==> config.mk <==
export PLATFORM = sky130hd
export DESIGN_NAME = adc_channel_averager_power_flags
export DESIGN_NICKNAME = d
export VERILOG_FILES = /design/src/acpf_pkg.sv /design/src/acpf_div.sv /design/src/adc_channel_averager_power_flags.sv
export SDC_FILE = /design/constraint.sdc
export NUM_CORES = 2
export LEC_CHECK = 0
export ABC_AREA = 1
export BUFFER_PORTS_ARGS = -buffer_cell sky130_fd_sc_hd__buf_2
export CAP_MARGIN = 30
export CORE_ASPECT_RATIO = 0.9
export CORE_UTILIZATION = 55
export CTS_CLUSTER_SIZE = 14
export DETAILED_ROUTE_END_ITERATION = 16
export GPL_TIMING_DRIVEN = 0
export PLACE_DENSITY = 0.74
export SLEW_MARGIN = 30
export SYNTH_ARGS = -nofsm -noshare
export SYNTH_HDL_FRONTEND = slang
export SYNTH_SLANG_ARGS = --single-unit
==> constraint.sdc <==
create_clock -name clk -period 4.3 [get_ports clk]
set_input_delay 0.86 -clock clk [delete_from_list [all_inputs] [get_ports clk]]
set_output_delay 0.86 -clock clk [all_outputs]
set_load 0.05 [all_outputs]
==> src/acpf_pkg.sv <==
// Shared types, widths and codes of the ADC channel averager.
`timescale 1ns / 1ps

package acpf_pkg;

	// Channel count and saturation limit of the per-channel sample counters.
	localparam int CHANNELS  = 16;
	localparam int COUNT_MAX = 65535;

	// Field and store widths.
	localparam int CH_W      = 4;
	localparam int SMP_W     = 12;
	localparam int CNT_W     = 16;
	localparam int SUM_W     = 28;
	localparam int VAL_W     = 16;
	localparam int FRAC_W    = 4;
	localparam int THR_W     = 13;
	localparam int DIV_W     = SUM_W + FRAC_W;
	localparam int STEP_W    = $clog2(DIV_W);
	localparam int CH_IDX_W  = $clog2(CHANNELS);
	localparam int CH_WIDE_W = CH_W + CH_IDX_W;

	// Configuration port.
	localparam int CFG_IDX_W  = 3;
	localparam int CFG_DATA_W = 13;

	localparam logic [CFG_IDX_W-1:0] REG_BOARD_CHANNEL = 3'd0;
	localparam logic [CFG_IDX_W-1:0] REG_VALID_ABOVE   = 3'd1;
	localparam logic [CFG_IDX_W-1:0] REG_BRICK_ABOVE   = 3'd2;
	localparam logic [CFG_IDX_W-1:0] REG_USB_ABOVE     = 3'd3;
	localparam logic [CFG_IDX_W-1:0] REG_USB_BELOW     = 3'd4;

	// Register values after reset.
	localparam logic [CH_W-1:0]  RST_BOARD_CHANNEL = 4'd6;
	localparam logic [SMP_W-1:0] RST_VALID_ABOVE   = 12'd310;
	localparam logic [SMP_W-1:0] RST_BRICK_ABOVE   = 12'd2792;
	localparam logic [SMP_W-1:0] RST_USB_ABOVE     = 12'd2482;
	localparam logic [THR_W-1:0] RST_USB_BELOW     = 13'd3414;

	// Power flag bit positions.
	localparam int FLAG_BRICK = 0;
	localparam int FLAG_USB   = 1;

	typedef enum logic [1:0] {
		CMD_ADD    = 2'd0,
		CMD_AVG    = 2'd1,
		CMD_LATEST = 2'd2,
		CMD_STATUS = 2'd3
	} cmd_t;

	typedef enum logic [1:0] {
		ST_IDLE,
		ST_EXEC,
		ST_DIV,
		ST_FIN
	} state_t;

	// Status returned by the divider to the sequencer.
	typedef struct packed {
		logic             done;
		logic [VAL_W-1:0] quotient;
	} div_stat_t;

endpackage

==> src/acpf_div.sv <==
// Bit-serial restoring divider: one quotient bit per cycle.
`timescale 1ns / 1ps

module acpf_div (
	input  logic                          clk,
	input  logic                          arst_n,
	input  logic                          start,
	input  logic [acpf_pkg::DIV_W-1:0]    dividend,
	input  logic [acpf_pkg::CNT_W-1:0]    divisor,
	output acpf_pkg::div_stat_t           stat
);

	logic                           busy_q;
	logic                           done_q;
	logic [acpf_pkg::STEP_W-1:0]    step_q;
	logic [acpf_pkg::DIV_W-1:0]     dq_q;
	logic [acpf_pkg::CNT_W-1:0]     rem_q;
	logic [acpf_pkg::CNT_W-1:0]     dvs_q;
	logic [acpf_pkg::CNT_W:0]       shifted;
	logic [acpf_pkg::CNT_W:0]       diff;
	logic                           ge;

	// Shift in the next dividend bit and try one subtraction.
	assign shifted = {rem_q, dq_q[acpf_pkg::DIV_W-1]};
	assign diff    = shifted - {1'b0, dvs_q};
	assign ge      = (shifted >= {1'b0, dvs_q});

	always_ff @(posedge clk or negedge arst_n) begin
		if (!arst_n) begin
			busy_q <= 1'b0;
			done_q <= 1'b0;
			step_q <= '0;
		end else begin
			done_q <= 1'b0;
			if (start) begin
				busy_q <= 1'b1;
				step_q <= '0;
			end else if (busy_q) begin
				step_q <= step_q + 1'b1;
				if (step_q == acpf_pkg::STEP_W'(acpf_pkg::DIV_W - 1)) begin
					busy_q <= 1'b0;
					done_q <= 1'b1;
				end
			end
		end
	end

	// The quotient bits fill the dividend register from the bottom as it empties.
	always_ff @(posedge clk) begin
		if (start) begin
			dq_q  <= dividend;
			rem_q <= '0;
			dvs_q <= divisor;
		end else if (busy_q) begin
			dq_q  <= {dq_q[acpf_pkg::DIV_W-2:0], ge};
			rem_q <= ge ? diff[acpf_pkg::CNT_W-1:0] : shifted[acpf_pkg::CNT_W-1:0];
		end
	end

	assign stat.done     = done_q;
	assign stat.quotient = dq_q[acpf_pkg::VAL_W-1:0];

endmodule

==> src/adc_channel_averager_power_flags.sv <==
// Top level of the multichannel ADC averager with board-supply power flags.
// Add sample, read latest, read status and a read average of an empty channel give their result
// straight from the execute state; any other read average first runs through the 32
// steps of the bit-serial divider. A new request is taken only once the last one is finished,
// and later while a waiting result holds the output register.
// Reset clears every channel store, the board count and both flag sets, and loads the thresholds.
`timescale 1ns / 1ps

module adc_channel_averager_power_flags (
	input  logic                              clk,
	input  logic                              arst_n,
	// Request stream.
	input  logic                              s_tvalid,
	output logic                              s_tready,
	input  logic [15:0]                       s_tdata,   // channel[3:0], sample_value[15:4]
	input  logic [1:0]                        s_tuser,   // command[1:0]
	// Result stream.
	output logic                              m_tvalid,
	input  logic                              m_tready,
	output logic [31:0]                       m_tdata,   // value[15:0], board_voltage_count[27:16],
	                                                     // power_flags[29:28], sticky_flags[31:30]
	// Configuration writes.
	input  logic                              cfg_valid,
	output logic                              cfg_ready,
	input  logic [acpf_pkg::CFG_IDX_W-1:0]    cfg_index,
	input  logic [acpf_pkg::CFG_DATA_W-1:0]   cfg_data
);

	// Configuration registers.
	logic [acpf_pkg::CH_W-1:0]  board_channel_q;
	logic [acpf_pkg::SMP_W-1:0] valid_above_q;
	logic [acpf_pkg::SMP_W-1:0] brick_above_q;
	logic [acpf_pkg::SMP_W-1:0] usb_above_q;
	logic [acpf_pkg::THR_W-1:0] usb_below_q;

	// Per-channel stores.
	logic [acpf_pkg::SUM_W-1:0] sum_q    [acpf_pkg::CHANNELS];
	logic [acpf_pkg::CNT_W-1:0] count_q  [acpf_pkg::CHANNELS];
	logic [acpf_pkg::SMP_W-1:0] latest_q [acpf_pkg::CHANNELS];
	logic [acpf_pkg::VAL_W-1:0] held_q   [acpf_pkg::CHANNELS];

	// Board supply state.
	logic [acpf_pkg::SMP_W-1:0] board_q;
	logic [1:0]                 flags_q;
	logic [1:0]                 sticky_q;

	// Captured request.
	acpf_pkg::cmd_t             cmd_q;
	logic [acpf_pkg::CH_W-1:0]  ch_q;
	logic [acpf_pkg::SMP_W-1:0] sample_q;

	acpf_pkg::state_t           state_q;
	acpf_pkg::state_t           state_d;

	logic                       out_valid_q;
	logic [31:0]                out_data_q;

	logic [acpf_pkg::CH_WIDE_W-1:0] ch_wide;
	logic [acpf_pkg::CH_IDX_W-1:0]  idx;
	logic                           ch_ok;
	logic                           out_free;
	logic                           out_load;
	logic                           exec_we;
	logic                           fin_we;
	logic                           div_start;
	logic                           board_hit;
	logic [acpf_pkg::SMP_W-1:0]     board_d;
	logic [1:0]                     flags_d;
	logic [1:0]                     sticky_d;
	logic [acpf_pkg::VAL_W-1:0]     value_d;
	logic [acpf_pkg::DIV_W-1:0]     dividend;
	acpf_pkg::div_stat_t            div_stat;

	// The channel field may be wider or narrower than the store index, so it is
	// widened first and then both range-checked and cut down to the index.
	assign ch_wide = {{acpf_pkg::CH_IDX_W{1'b0}}, ch_q};
	assign idx     = ch_wide[acpf_pkg::CH_IDX_W-1:0];
	assign ch_ok   = (ch_wide < acpf_pkg::CH_WIDE_W'(acpf_pkg::CHANNELS));

	// Configuration is always taken; it must only arrive while the block is idle, which the block itself does not enforce.
	assign cfg_ready = 1'b1;

	always_ff @(posedge clk or negedge arst_n) begin
		if (!arst_n) begin
			board_channel_q <= acpf_pkg::RST_BOARD_CHANNEL;
			valid_above_q   <= acpf_pkg::RST_VALID_ABOVE;
			brick_above_q   <= acpf_pkg::RST_BRICK_ABOVE;
			usb_above_q     <= acpf_pkg::RST_USB_ABOVE;
			usb_below_q     <= acpf_pkg::RST_USB_BELOW;
		end else if (cfg_valid && cfg_ready) begin
			unique case (cfg_index)
				acpf_pkg::REG_BOARD_CHANNEL: board_channel_q <= cfg_data[acpf_pkg::CH_W-1:0];
				acpf_pkg::REG_VALID_ABOVE:   valid_above_q   <= cfg_data[acpf_pkg::SMP_W-1:0];
				acpf_pkg::REG_BRICK_ABOVE:   brick_above_q   <= cfg_data[acpf_pkg::SMP_W-1:0];
				acpf_pkg::REG_USB_ABOVE:     usb_above_q     <= cfg_data[acpf_pkg::SMP_W-1:0];
				acpf_pkg::REG_USB_BELOW:     usb_below_q     <= cfg_data[acpf_pkg::THR_W-1:0];
				default: ;
			endcase
		end
	end

	// A board sample only replaces the board count when it clears the validity
	// threshold, but the flags are re-evaluated on every sample of that channel.
	assign board_hit = (cmd_q == acpf_pkg::CMD_ADD) && ch_ok && (ch_q == board_channel_q);

	always_comb begin
		board_d  = board_q;
		flags_d  = flags_q;
		if (board_hit) begin
			if (sample_q > valid_above_q) begin
				board_d = sample_q;
			end
			flags_d[acpf_pkg::FLAG_BRICK] = (board_d > brick_above_q);
			flags_d[acpf_pkg::FLAG_USB]   = (board_d > usb_above_q) &&
			                                ({1'b0, board_d} < usb_below_q);
		end
		sticky_d = sticky_q | flags_d;
	end

	// The average is (sum << 4) / count, giving four fraction bits.
	assign dividend = {sum_q[idx], {acpf_pkg::FRAC_W{1'b0}}};

	acpf_div u_div (
		.clk      (clk),
		.arst_n   (arst_n),
		.start    (div_start),
		.dividend (dividend),
		.divisor  (count_q[idx]),
		.stat     (div_stat)
	);

	// The result can be written once the output register is empty or being emptied.
	assign out_free = !out_valid_q || m_tready;

	always_comb begin
		state_d   = state_q;
		s_tready  = 1'b0;
		out_load  = 1'b0;
		exec_we   = 1'b0;
		fin_we    = 1'b0;
		div_start = 1'b0;
		unique case (state_q)
			acpf_pkg::ST_IDLE: begin
				s_tready = 1'b1;
				if (s_tvalid) begin
					state_d = acpf_pkg::ST_EXEC;
				end
			end
			acpf_pkg::ST_EXEC: begin
				if ((cmd_q == acpf_pkg::CMD_AVG) && ch_ok && (count_q[idx] != '0)) begin
					div_start = 1'b1;
					state_d   = acpf_pkg::ST_DIV;
				end else if (out_free) begin
					out_load = 1'b1;
					exec_we  = 1'b1;
					state_d  = acpf_pkg::ST_IDLE;
				end
			end
			acpf_pkg::ST_DIV: begin
				if (div_stat.done) begin
					state_d = acpf_pkg::ST_FIN;
				end
			end
			acpf_pkg::ST_FIN: begin
				if (out_free) begin
					out_load = 1'b1;
					fin_we   = 1'b1;
					state_d  = acpf_pkg::ST_IDLE;
				end
			end
			default: state_d = acpf_pkg::ST_IDLE;
		endcase
	end

	// Value field of the result.
	always_comb begin
		value_d = '0;
		if (state_q == acpf_pkg::ST_FIN) begin
			value_d = div_stat.quotient;
		end else if (ch_ok) begin
			unique case (cmd_q)
				acpf_pkg::CMD_AVG:    value_d = held_q[idx];
				acpf_pkg::CMD_LATEST: value_d = {latest_q[idx], {acpf_pkg::FRAC_W{1'b0}}};
				acpf_pkg::CMD_ADD,
				acpf_pkg::CMD_STATUS: value_d = '0;
				default:              value_d = '0;
			endcase
		end
	end

	always_ff @(posedge clk or negedge arst_n) begin
		if (!arst_n) begin
			state_q <= acpf_pkg::ST_IDLE;
		end else begin
			state_q <= state_d;
		end
	end

	always_ff @(posedge clk) begin
		if (s_tvalid && s_tready) begin
			cmd_q    <= acpf_pkg::cmd_t'(s_tuser);
			ch_q     <= s_tdata[acpf_pkg::CH_W-1:0];
			sample_q <= s_tdata[acpf_pkg::CH_W +: acpf_pkg::SMP_W];
		end
	end

	// Channel stores. A saturated counter stops the sum too; only the latest
	// sample keeps following the input.
	always_ff @(posedge clk or negedge arst_n) begin
		if (!arst_n) begin
			for (int i = 0; i < acpf_pkg::CHANNELS; i++) begin
				sum_q[i]    <= '0;
				count_q[i]  <= '0;
				latest_q[i] <= '0;
				held_q[i]   <= '0;
			end
		end else if (exec_we && (cmd_q == acpf_pkg::CMD_ADD) && ch_ok) begin
			latest_q[idx] <= sample_q;
			if (count_q[idx] < acpf_pkg::CNT_W'(acpf_pkg::COUNT_MAX)) begin
				sum_q[idx]   <= sum_q[idx] + {{(acpf_pkg::SUM_W - acpf_pkg::SMP_W){1'b0}}, sample_q};
				count_q[idx] <= count_q[idx] + 1'b1;
			end
		end else if (fin_we) begin
			held_q[idx]  <= div_stat.quotient;
			sum_q[idx]   <= '0;
			count_q[idx] <= '0;
		end
	end

	always_ff @(posedge clk or negedge arst_n) begin
		if (!arst_n) begin
			board_q  <= '0;
			flags_q  <= '0;
			sticky_q <= '0;
		end else if (exec_we && board_hit) begin
			board_q  <= board_d;
			flags_q  <= flags_d;
			sticky_q <= sticky_d;
		end
	end

	// Output register.
	always_ff @(posedge clk or negedge arst_n) begin
		if (!arst_n) begin
			out_valid_q <= 1'b0;
		end else if (out_load) begin
			out_valid_q <= 1'b1;
		end else if (m_tready) begin
			out_valid_q <= 1'b0;
		end
	end

	always_ff @(posedge clk) begin
		if (out_load) begin
			out_data_q <= {sticky_d, flags_d, board_d, value_d};
		end
	end

	assign m_tvalid = out_valid_q;
	assign m_tdata  = out_data_q;

endmodule

==> impl_metrics.yaml <==
sta:
  rsz0062_at_grt: "true"
  period_minus_slack_ps: 4330
  finalMaxSlewViolations: 0
  setup_viol: 7
  period_share_pct: 101
  worst_pin_slew_ps: 1120
  setup_ws_ps: -30.4
  setup_tns_ps: -77.3
  max_freq_mhz: 231
  fin_worst_skew_ps: 32.7
  relSlewSlack_pct: 25.3
  worst_hold_slack_ps: 222
  finalHoldViolCount: 0
grt:
  overflow: 0
  antenna_found_initial: 8
  grt_max_degree: 128
  grt_usage_pct: 41.9
  grt_first_pass_wirelength_um: 361000
  grt_pass1_vias: 56200
layout:
  final_nets: 8069
  syn2layout_area_growth_pct: 16.5
  finish.utilization_pct: 64.9
  drive_gt1_share_pct: 12.1
  final_cell_count_no_fill: 9556
setup_path:
  criticalPathCategory: "reg -> reg"
  cp.arrival_ps: 4990
  cp_num_buf_inv: 10
  cp_slowest_cell: "or4_4"
  slowest_delay_ps: 610
  critPathRequiredTime_ps: 4960
  reg2reg_from: "ch_q[1]"
  end_kind: "flip-flop"
  crit_top_cell: "buf_12"
  crit_chain: "buf_6, buf_6, nand2_8, inv_2, buf_12, buf_16, clkbuf_8, a22oi_1, a21oi_1, or4_4, ha_4, a21o_1, nand2_1, nand3_1, a21oi_2, o21ai_4, buf_12, nand3_4, buf_12, xor2_4, buf_12, buf_2, o21ai_0"
  path_max_fanout: 10
  startpoint: "ch_q[1]"
  crit_family: "buffers and inverters"
  start_kind: "flip-flop"
min_path:
  hold_class: "in -> reg"
  min_from: "s_tdata[10]"
synthesis:
  ys.flop_type: "dfrtp_1"
  synth_edf_count: 94
  ys_warn_count: 0
  yosys.area.top_type_share_pct: 47.7
  ys_ff_latch: 1345
  syn_inst: 7626
  syn-num-nets: 7746
  avgSynthCellArea_um2: 8.30
  post-synth-top-count-cell: "nand2_1"
  synth_area_um2: 63300
  async_flop_share_pct: 91.5
  ys_seq_area_share_pct: 53.8
  synth_area_leaders: "dfrtp_1 48%, nand2_1 17%, o21ai_0 8.7%"
  yosysUniqueCellTypes: 57
  synth.largest_area_cell: "dfrtp_1"
  synth_common_cells: "2851 x nand2_1, 1205 x dfrtp_1, 1094 x o21ai_0"
clock_tree:
  numCtsBuffers: 142
  clockBufferDepth: 3
  clkTransAtPathRegs_ps: 60
  cts_tree: "yes"
  ctsHtreeMaxLevel: 4
  root_buffer: "clkbuf_16"
  cts.sinks: 1345
  clkLatencyLatePin_ps: 820
floorplan:
  start_util_pct: 55.7
  rows: 117
  dieWidth_um: 360
  die_area_um2: 116000
  die_h_um: 324
  coreArea_um2: 114000
  io_pins: 74
route:
  wl_per_cell_um: 25.7
  drtIter0Drc: 9808
  num_vias: 60000
  wl_um: 245000
  drc: 0
  via_per_inst: 6.28
  ant_nets: 0
  dr.pass1.iters: 7
placement:
  place.gp.congestion: 1.00
  dp.cells: 9202
  preCtsSetupSlack_ps: -2520
  port_buffers: 72
  hpwl_um: 166000
job:
  maxCapViolations: 0
run_status:
  violations: "setup timing"
  status: "finished with violations"
power:
  vdd_drop_max_mv: 0.448
  powerDensity_nw_per_um2: 362
  power_leakage_nw: 34.9
[layer usage]
metal | global-route usage (%) | wire (µm) | up-vias | part of all wire, %
li1 | - | - | 25600 | -
met1 | 56.3 | 93000 | 29100 | 38
met2 | 59.7 | 101000 | 4255 | 41
met3 | 14.4 | 35300 | 932 | 14
met4 | 22.6 | 15800 | 8 | 6.4
met5 | 0.0408 | 191 | - | 0.078
[where the power goes]
| group | switching, W | internal, W |
|---|---|---|
| sequential | 0.0000575 | 0.0129 |
| combinational | 0.000557 | 0.000234 |
| clock | 0.00539 | 0.00752 |
| total | 0.00601 | 0.0206 |
[logic make-up after synthesis]
logic type	count (synthesis)	synth area share, %
buffers and inverters	992	6.92
AOI/OAI and AO/OA	1788	15.5
xor gates and xnor gates	39	0.540
DFF	1345	53.8
muxes	8	0.142
adders and majority gates	81	1.63
and+or+nand+nor	3372	21.5
other	1	0.00593
[area by class of cell]
class	count	area (µm²)
Multi-Input combinational cell	5289	26000
Sequential cell	1345	34100
Tap cell	1487	1860
Clock buffer	208	4240
Buffer	501	3300
Fill cell	9460	39900
Clock inverter	49	566
Timing Repair Buffer	185	1780
Inverter	485	1840
Antenna cell	7	17.5
[worst paths after layout]
| path | depth (start not counted) | endpoint | slack [ps] |
|---|---|---|---|
| worst max-delay path | 23 | sum_q[14] | -30 |
| worst min-delay path | 1 | sample_q[6] | 220 |
| worst max register to register | 23 | sum_q[14] | -30 |
| worst min register to register | 2 | sticky_q[1] | 460 |
| max in group asynchronous | 5 | count_q[198] | 1780 |
| min in group asynchronous | 2 | latest_q[139] | 560 |
[per-stage QoR]
step / instance area [µm²] / total power (W)
floorplan: 63300 / 0.0135
global placement: 65500 / 0.0139
detailed placement: 65900 / 0.0139
CTS: 72600 / 0.0266
global route: 73700 / 0.0272
finish: 73700 / 0.0266
[cell usage in the layout, fill, tap and decap left out, types with 26 or more instances in the layout]
cell       count
nand3_1      172
a22oi_1      211
inv_1        470
nor2_1       162
dfrtp_1     1205
edfxtp_1      94
clkbuf_4      37
clkbuf_2      26
clkbuf_1     224
buf_6         64
o21ai_0     1067
o22ai_1       91
nand2_1     2829
buf_2        161
dfstp_2       26
clkbuf_16    158
a21oi_1      161
nand4_1       65
buf_4        123
a22oi_2       35
ha_1          66
o21ai_1      152
clkbuf_8      35
[registers in the layout, indices dropped and copies added, names as in the netlist, 4 cells and up]
signal,count
brick_above_q,12
sum_q,448
count_q,256
u_div.step_q,5
board_channel_q,4
u_div.rem_q,16
latest_q,192
sample_q,12
u_div.dvs_q,16
held_q,256
board_q,12
ch_q,4
m_tdata,32
valid_above_q,12
usb_below_q,13
u_div.dq_q,32
usb_above_q,12
[what timing repair did]
| action | 4_1_cts | 5_1_grt |
|---|---|---|
| hold buffers | 1 | 0 |
| pin swaps | 31 | 36 |
| hold endpoints to repair | 41 | 0 |
| cloned | 4 | 4 |
| setup endpoints to repair | 1010 | 828 |
| buffers inserted | 47 | 40 |
| gates resized for setup | 373 | 236 |
No activity file was read; power rests on OpenSTA's default activity.
